--- src/rtl/cma_pkg.sv ---
`timescale 1ns / 1ps
`default_nettype none

package cma_pkg;

	localparam int unsigned YEAR_W   = 14;
	localparam int unsigned MONTH_W  = 4;
	localparam int unsigned DAY_W    = 5;
	localparam int unsigned HOUR_W   = 5;
	localparam int unsigned MINUTE_W = 6;
	localparam int unsigned TDATA_W  = 40;

	localparam logic [6:0]  MINUTES_PER_HOUR = 7'd60;
	localparam logic [5:0]  HOURS_PER_DAY    = 6'd24;
	localparam logic [4:0]  MONTHS_PER_YEAR  = 5'd12;
	localparam logic [14:0] YEAR_LIMIT       = 15'd9999;

	// 25 * 3113 = 1 mod 4096; x is a multiple of 25 iff x * 3113 mod 4096 <= 4095 / 25
	localparam logic [11:0] INV25_MOD4096 = 12'd3113;
	localparam logic [11:0] DIV25_MAX     = 12'd163;

	typedef struct packed {
		logic [5:0]          add_minutes;
		logic [MINUTE_W-1:0] minute;
		logic [HOUR_W-1:0]   hour;
		logic [DAY_W-1:0]    day;
		logic [MONTH_W-1:0]  month;
		logic [YEAR_W-1:0]   year;
	} time_in_t;

	typedef struct packed {
		logic [MINUTE_W-1:0] minute;
		logic [HOUR_W-1:0]   hour;
		logic [DAY_W-1:0]    day;
		logic [MONTH_W-1:0]  month;
		logic [YEAR_W-1:0]   year;
	} time_out_t;

	function automatic logic div_by_25(input logic [11:0] x);
		logic [23:0] prod;
		begin
			prod = {12'd0, x} * {12'd0, INV25_MOD4096};
			return prod[11:0] <= DIV25_MAX;
		end
	endfunction

	function automatic logic is_leap(input logic [YEAR_W-1:0] y);
		logic by4;
		logic by100;
		logic by400;
		begin
			by4   = (y[1:0] == 2'd0);
			by100 = by4 && div_by_25(y[13:2]);
			by400 = (y[3:0] == 4'd0) && div_by_25({2'd0, y[13:4]});
			return (by4 && !by100) || by400;
		end
	endfunction

	// months without a length (0, 13..15) take the February figure
	function automatic logic [DAY_W-1:0] month_len(input logic [MONTH_W-1:0] m,
			input logic [YEAR_W-1:0] y);
		logic [DAY_W-1:0] len;
		begin
			case (m)
				4'd1, 4'd3, 4'd5, 4'd7, 4'd8, 4'd10, 4'd12: len = 5'd31;
				4'd4, 4'd6, 4'd9, 4'd11: len = 5'd30;
				default: len = is_leap(y) ? 5'd29 : 5'd28;
			endcase
			return len;
		end
	endfunction

endpackage

`default_nettype wire

--- src/rtl/calendar_minute_advance.sv ---
`timescale 1ns / 1ps
`default_nettype none

// Calendar minute advance: adds 0..59 minutes to a Gregorian date and time and
// ripples the carry through hour, day, month and year (leap years by the
// 4/100/400 rule, year 9999 wraps to 0). Each request is registered on entry,
// worked out by combinational carry logic and registered again on exit once
// the output side can take it; one request is taken every cycle while the
// output side keeps up. While a finished result waits at the output the entry
// stage takes one more request, then holds off.
module calendar_minute_advance (
	input  wire logic        clk,
	input  wire logic        arst_n,
	input  wire logic        s_tvalid,
	output logic             s_tready,
	// year_in[13:0], month_in[17:14], day_in[22:18], hour_in[27:23],
	// minute_in[33:28], add_minutes[39:34]
	input  wire logic [39:0] s_tdata,
	output logic             m_tvalid,
	input  wire logic        m_tready,
	// year_out[13:0], month_out[17:14], day_out[22:18], hour_out[27:23],
	// minute_out[33:28], zero[39:34]
	output logic [39:0]      m_tdata
);

	cma_pkg::time_in_t  data_s1;
	cma_pkg::time_out_t data_s2;
	cma_pkg::time_out_t res;
	logic               valid_s1;
	logic               valid_s2;
	logic               advance;

	logic [6:0]  min_sum;
	logic [6:0]  min_wrap;
	logic        carry_h;
	logic [5:0]  hour_inc;
	logic        carry_d;
	logic [5:0]  day_inc;
	logic [4:0]  mdays;
	logic        carry_m;
	logic [4:0]  mon_inc;
	logic        carry_y;
	logic [14:0] year_inc;

	assign advance  = !valid_s2 || m_tready;
	assign s_tready = !valid_s1 || advance;

	always_ff @(posedge clk or negedge arst_n) begin
		if (!arst_n) begin
			valid_s1 <= 1'b0;
			valid_s2 <= 1'b0;
		end else begin
			if (s_tready)
				valid_s1 <= s_tvalid;
			if (advance)
				valid_s2 <= valid_s1;
		end
	end

	always_ff @(posedge clk) begin
		if (s_tready && s_tvalid)
			data_s1 <= cma_pkg::time_in_t'(s_tdata);
		if (advance && valid_s1)
			data_s2 <= res;
	end

	// each stage is tested whether or not a carry came in
	always_comb begin
		min_sum  = {1'b0, data_s1.minute} + {1'b0, data_s1.add_minutes};
		carry_h  = (min_sum >= cma_pkg::MINUTES_PER_HOUR);
		min_wrap = min_sum - cma_pkg::MINUTES_PER_HOUR;
		hour_inc = {1'b0, data_s1.hour} + {5'd0, carry_h};
		carry_d  = (hour_inc >= cma_pkg::HOURS_PER_DAY);
		day_inc  = {1'b0, data_s1.day} + {5'd0, carry_d};
		mdays    = cma_pkg::month_len(data_s1.month, data_s1.year);
		carry_m  = (day_inc > {1'b0, mdays});
		mon_inc  = {1'b0, data_s1.month} + {4'd0, carry_m};
		carry_y  = (mon_inc > cma_pkg::MONTHS_PER_YEAR);
		year_inc = {1'b0, data_s1.year} + {14'd0, carry_y};

		res.minute = carry_h ? min_wrap[5:0] : min_sum[5:0];
		res.hour   = carry_d ? 5'd0 : hour_inc[4:0];
		res.day    = carry_m ? 5'd1 : day_inc[4:0];
		res.month  = carry_y ? 4'd1 : mon_inc[3:0];
		res.year   = (carry_y && (year_inc > cma_pkg::YEAR_LIMIT)) ? 14'd0 : year_inc[13:0];
	end

	assign m_tvalid = valid_s2;
	assign m_tdata  = {6'd0, data_s2};

	a_idle_entry_ready: assert property (@(posedge clk) disable iff (!arst_n)
		!valid_s1 |-> s_tready)
		else $error("entry stage empty but request refused");

	a_entry_hold: assert property (@(posedge clk) disable iff (!arst_n)
		valid_s1 && !advance |=> valid_s1 && $stable(data_s1))
		else $error("entry stage lost its request during a stall");

	a_entry_moves: assert property (@(posedge clk) disable iff (!arst_n)
		valid_s1 && advance |=> m_tvalid)
		else $error("request left entry stage but no result appeared");

	a_no_phantom: assert property (@(posedge clk) disable iff (!arst_n)
		!valid_s1 && advance |=> !m_tvalid)
		else $error("result appeared without a request");

endmodule

`default_nettype wire
--- config.mk ---
export PLATFORM = sky130hd
export DESIGN_NAME = calendar_minute_advance
export DESIGN_NICKNAME = d
export VERILOG_FILES = /design/src/rtl/cma_pkg.sv /design/src/rtl/calendar_minute_advance.sv
export SDC_FILE = /design/constraint.sdc
export NUM_CORES = 1
export LEC_CHECK = 0
export BUFFER_PORTS_ARGS = -buffer_cell sky130_fd_sc_hd__buf_2
export CORE_AREA = 3 3 105 117
export CTS_CLUSTER_SIZE = 20
export DETAILED_ROUTE_END_ITERATION = 16
export DIE_AREA = 0 0 108 120
export PLACE_DENSITY = 0.66
export SLEW_MARGIN = 20
export SYNTH_ARGS = -nofsm -noshare
export SYNTH_HDL_FRONTEND = slang
export SYNTH_SLANG_ARGS = --single-unit
--- constraint.sdc ---
create_clock -name clk -period 9.4 [get_ports clk]
set_input_delay 0.47 -clock clk [delete_from_list [all_inputs] [get_ports clk]]
set_output_delay 0.47 -clock clk [all_outputs]
set_load 0.05 [all_outputs]
==> qor.log <==
INFO  critical_path  critPathMostFrequentCell=sky130_fd_sc_hd__ha_1
INFO  clocking       tritoncts.num_buffers=9
INFO  synthesis      synth_seq_area_share=45.1%
INFO  sta            layout_min_cycle_time=8.50ns
INFO  clocking       post_cts_buffers=0
INFO  finish         antenna_cells=0
INFO  critical_path  worst_setup_path_startpoint=data_s1[28]$_DFFE_PP_
INFO  clocking       clock_insertion_delay_worst_skew=0.34ns
INFO  clocking       clock_transition_at_the_register_clock_pins_on_the_worst_setup_and_hold_paths_after_cts=0.07ns
INFO  sta            fin_crit_sh=90.4%
INFO  floorplan      design.portCount=86
INFO  detailed_routing wl_per_cell=13.4um
INFO  floorplan      initial_core_util=44.5%
INFO  sta            maxSlewViolCount=0
INFO  synthesis      synth_enable_flop_cells=74
INFO  finish         final_core_utilization=52.3%
INFO  floorplan      design.die.area=13000squm
INFO  finish         layout.cells.non_filler=680
INFO  sta            final-setup-viol-count=0
INFO  critical_path  timing.critical_path.from_type=flip-flop
INFO  clocking       clock_tree.root_cell=sky130_fd_sc_hd__clkbuf_16
INFO  critical_path  timing.critical_path.max_delay_family=adder cells
INFO  synthesis      synthArstFlopShare=2.63%
INFO  global_routing grt_max_degree=41
INFO  sta            grt_setup_unrepaired=false
INFO  detailed_routing detailroute.via_count=3409
INFO  critical_path  timing.rr.start=data_s1[28]$_DFFE_PP_
INFO  detailed_routing vias_per_cell=5.01
INFO  critical_path  critical_path.max_fanout=11
INFO  placement      routabilityCongestion=0.821
INFO  hold_path      min_from=s_tdata[3]
INFO  sta            sum_of_negative_setup_slack=0ns
INFO  sta            hold_viol=0
INFO  clocking       cts_buffer_depth=2
INFO  finish         fillerInstances=1011
INFO  critical_path  critical_path_buf_inv_count=2
INFO  global_routing globalRouteTotalUtil=15.4%
INFO  clocking       clock_tree.htree_level_count=3
INFO  outcome        status=complete, no violations
INFO  placement      placement.io_buffers=79
INFO  hold_path      worst_hold_path_type=in -> reg
INFO  clocking       clock_sinks=76
INFO  sta            maxSlewHeadroom=34.6%
INFO  sta            clock_skew=0.0152ns
INFO  sta            timing_worst_slew_pin_value=0.981ns
INFO  critical_path  worst-endpoint-arrival=8.57ns
INFO  detailed_routing drt_pre_antenna_iters=4
INFO  synthesis      ys_warn_count=0
INFO  placement      detailed_place_hpwl=6.89mm
INFO  floorplan      fp-row-count=41
INFO  finish         synthToLayoutAreaGrowth=17.6%
INFO  critical_path  timing.critical_path.required=9.47ns
INFO  synthesis      yosys.area.top_type=sky130_fd_sc_hd__edfxtp_1
INFO  finish         most_used_cells_in_the_layout_excluding_fill_and_tap_cells=79 x sky130_fd_sc_hd__buf_2, 74 x sky130_fd_sc_hd__edfxtp_1, 71 x sky130_fd_sc_hd__ha_1
INFO  synthesis      synth_ff_type=sky130_fd_sc_hd__edfxtp_1
INFO  placement      place_ws=0.738ns
INFO  global_routing gr-total-overflow=0
INFO  sta            layout_setup_ws=0.903ns
INFO  global_routing grt_pass1_vias=3371
INFO  detailed_routing total_drc_errors_in_the_routed_layout=0
INFO  synthesis      synth_area_leaders=sky130_fd_sc_hd__edfxtp_1 44%, sky130_fd_sc_hd__ha_1 18%, sky130_fd_sc_hd__xnor2_1 5.9%
INFO  floorplan      die_h=120um
INFO  critical_path  critical_path.slowest_cell=sky130_fd_sc_hd__or4_4
INFO  finish         num-nets-final=651
INFO  sta            fmaxAchievable=118MHz
INFO  clocking       cts_tree=yes
INFO  flow_run       maxCapViolations=0
INFO  critical_path  critical_path.endpoint_type=flip-flop
INFO  synthesis      synth.lib_cells_used.distinct=54
INFO  global_routing grt_first_pass_wirelength=15.5mm
INFO  pwr            overall_power_after_layout=1.16mW
INFO  floorplan      core_region_area=11300squm
INFO  synthesis      synth_top_area_share=44.1%
INFO  detailed_routing finalWirelength=9.10mm
INFO  synthesis      syn_area_per_cell=11.5squm
INFO  pwr            worst_ir_drop_vdd=0.000102V
INFO  critical_path  path_class=reg -> reg
INFO  detailed_routing detail_route.iter0.violations=85
INFO  critical_path  slowest_delay=0.51ns
INFO  placement      dp_cells=663
INFO  detailed_routing postRouteAntennaNets=0
INFO  synthesis      netlist_instances=438
INFO  pwr            static-leakage-power=2.60nW
INFO  global_routing initial_antenna_violation_count=0
INFO  pwr            cellPowerDensity=196nW/um^2
INFO  synthesis      syn_area=5040squm
INFO  floorplan      floorplan.die.width=108um
INFO  finish         layout.cells.most_common=sky130_fd_sc_hd__buf_2
INFO  synthesis      yosys_register_bits=76
INFO  finish         share_of_final_layout_standard_cells_stronger_than_drive_strength_1=19.4%
state kept, by name (all words and copies together), names as in the netlist:
name	flops
m_tvalid	1
m_tdata	34
data_s1	40
valid_s1	1
routing by layer:
| layer | track usage [%] | vias to the layer above | share of wire, % |
|---|---|---|---|
| met5 | 0 | - | 0 |
| met4 | 7.18 | 0 | 2.5 |
| met3 | 3.17 | 21 | 4.6 |
| met2 | 25.5 | 88 | 49 |
| met1 | 19.0 | 1562 | 44 |
| li1 | - | 1738 | - |
synthesized netlist by cell type, types with 3 or more instances:
master	instances
sky130_fd_sc_hd__a21o_1	7
sky130_fd_sc_hd__a21oi_1	17
sky130_fd_sc_hd__a31oi_1	4
sky130_fd_sc_hd__and2_1	5
sky130_fd_sc_hd__and3_1	3
sky130_fd_sc_hd__buf_4	7
sky130_fd_sc_hd__edfxtp_1	74
sky130_fd_sc_hd__fa_1	11
sky130_fd_sc_hd__ha_1	71
sky130_fd_sc_hd__inv_1	45
sky130_fd_sc_hd__nand2_1	19
sky130_fd_sc_hd__nand2b_1	10
sky130_fd_sc_hd__nand3_1	11
sky130_fd_sc_hd__nor2_1	32
sky130_fd_sc_hd__nor2b_1	6
sky130_fd_sc_hd__nor3_1	8
sky130_fd_sc_hd__o21ai_0	17
sky130_fd_sc_hd__o31ai_1	3
sky130_fd_sc_hd__or3_1	5
sky130_fd_sc_hd__xnor2_1	34
sky130_fd_sc_hd__xor2_1	10
final timing paths:
kind / depth (start not counted) / slack (ns) / to
worst min-delay path: 1 / 0.30 / data_s1[3]$_DFFE_PP_
worst max-delay path: 34 / 0.90 / m_tdata[0]$_SDFFCE_PP0P_
max in group asynchronous: 2 / 8.87 / valid_s1$_DFFE_PN0N_
worst min register to register: 1 / 0.49 / m_tvalid$_DFFE_PN0P_
min in group asynchronous: 2 / 0.43 / m_tvalid$_DFFE_PN0P_
worst max register to register: 34 / 0.90 / m_tdata[0]$_SDFFCE_PP0P_
cell type report:
class / count / area, sq um / share of cell area (%)
clock inverters: 3 / 68.8 / 1.16
inverters: 45 / 169 / 2.85
flip-flops and latches: 76 / 2270 / 38.3
multi-input cells: 312 / 2560 / 43.1
clock buffers: 13 / 260 / 4.39
well taps: 150 / 188 / 3.17
repair buffers: 81 / 413 / 6.96
cell families (layout without fill, tap and decap cells):
| family | count (synthesis) | in the layout | synth area share, % |
|---|---|---|---|
| DFF | 76 | 76 | 45.1 |
| xor gates and xnor gates | 44 | 44 | 7.65 |
| buffers and inverters | 55 | 142 | 4.67 |
| AOI/OAI and AO/OA | 66 | 66 | 8.52 |
| adders and majority gates | 82 | 82 | 22.0 |
| muxes | 3 | 3 | 0.645 |
| other | 1 | 6 | 0.0744 |
| and+or+nand+nor | 111 | 111 | 11.4 |
metrics by stage:
stage	instance area [sq um]	hold WS, ns
after global routing	5930	0.290
after CTS	5920	0.282
after floorplan	5060	0.174
after detailed placement	5580	0.257
after global placement	5580	0.254
final	5930	0.297
repair_timing:
| action | 4_1_cts | 5_1_grt |
|---|---|---|
| endpoints found under the hold margin | 2 | 0 |
| setup endpoints to repair | 0 | 11 |
| hold buffers | 1 | 0 |
| gates resized for setup | 0 | 1 |
power breakdown:
group / switching (mW) / internal, mW
Clock: 0.131 / 0.248
Sequential: 0.0200 / 0.411
Combinational: 0.213 / 0.137
Total: 0.364 / 0.796
No activity file was read; power rests on OpenSTA's default activity.
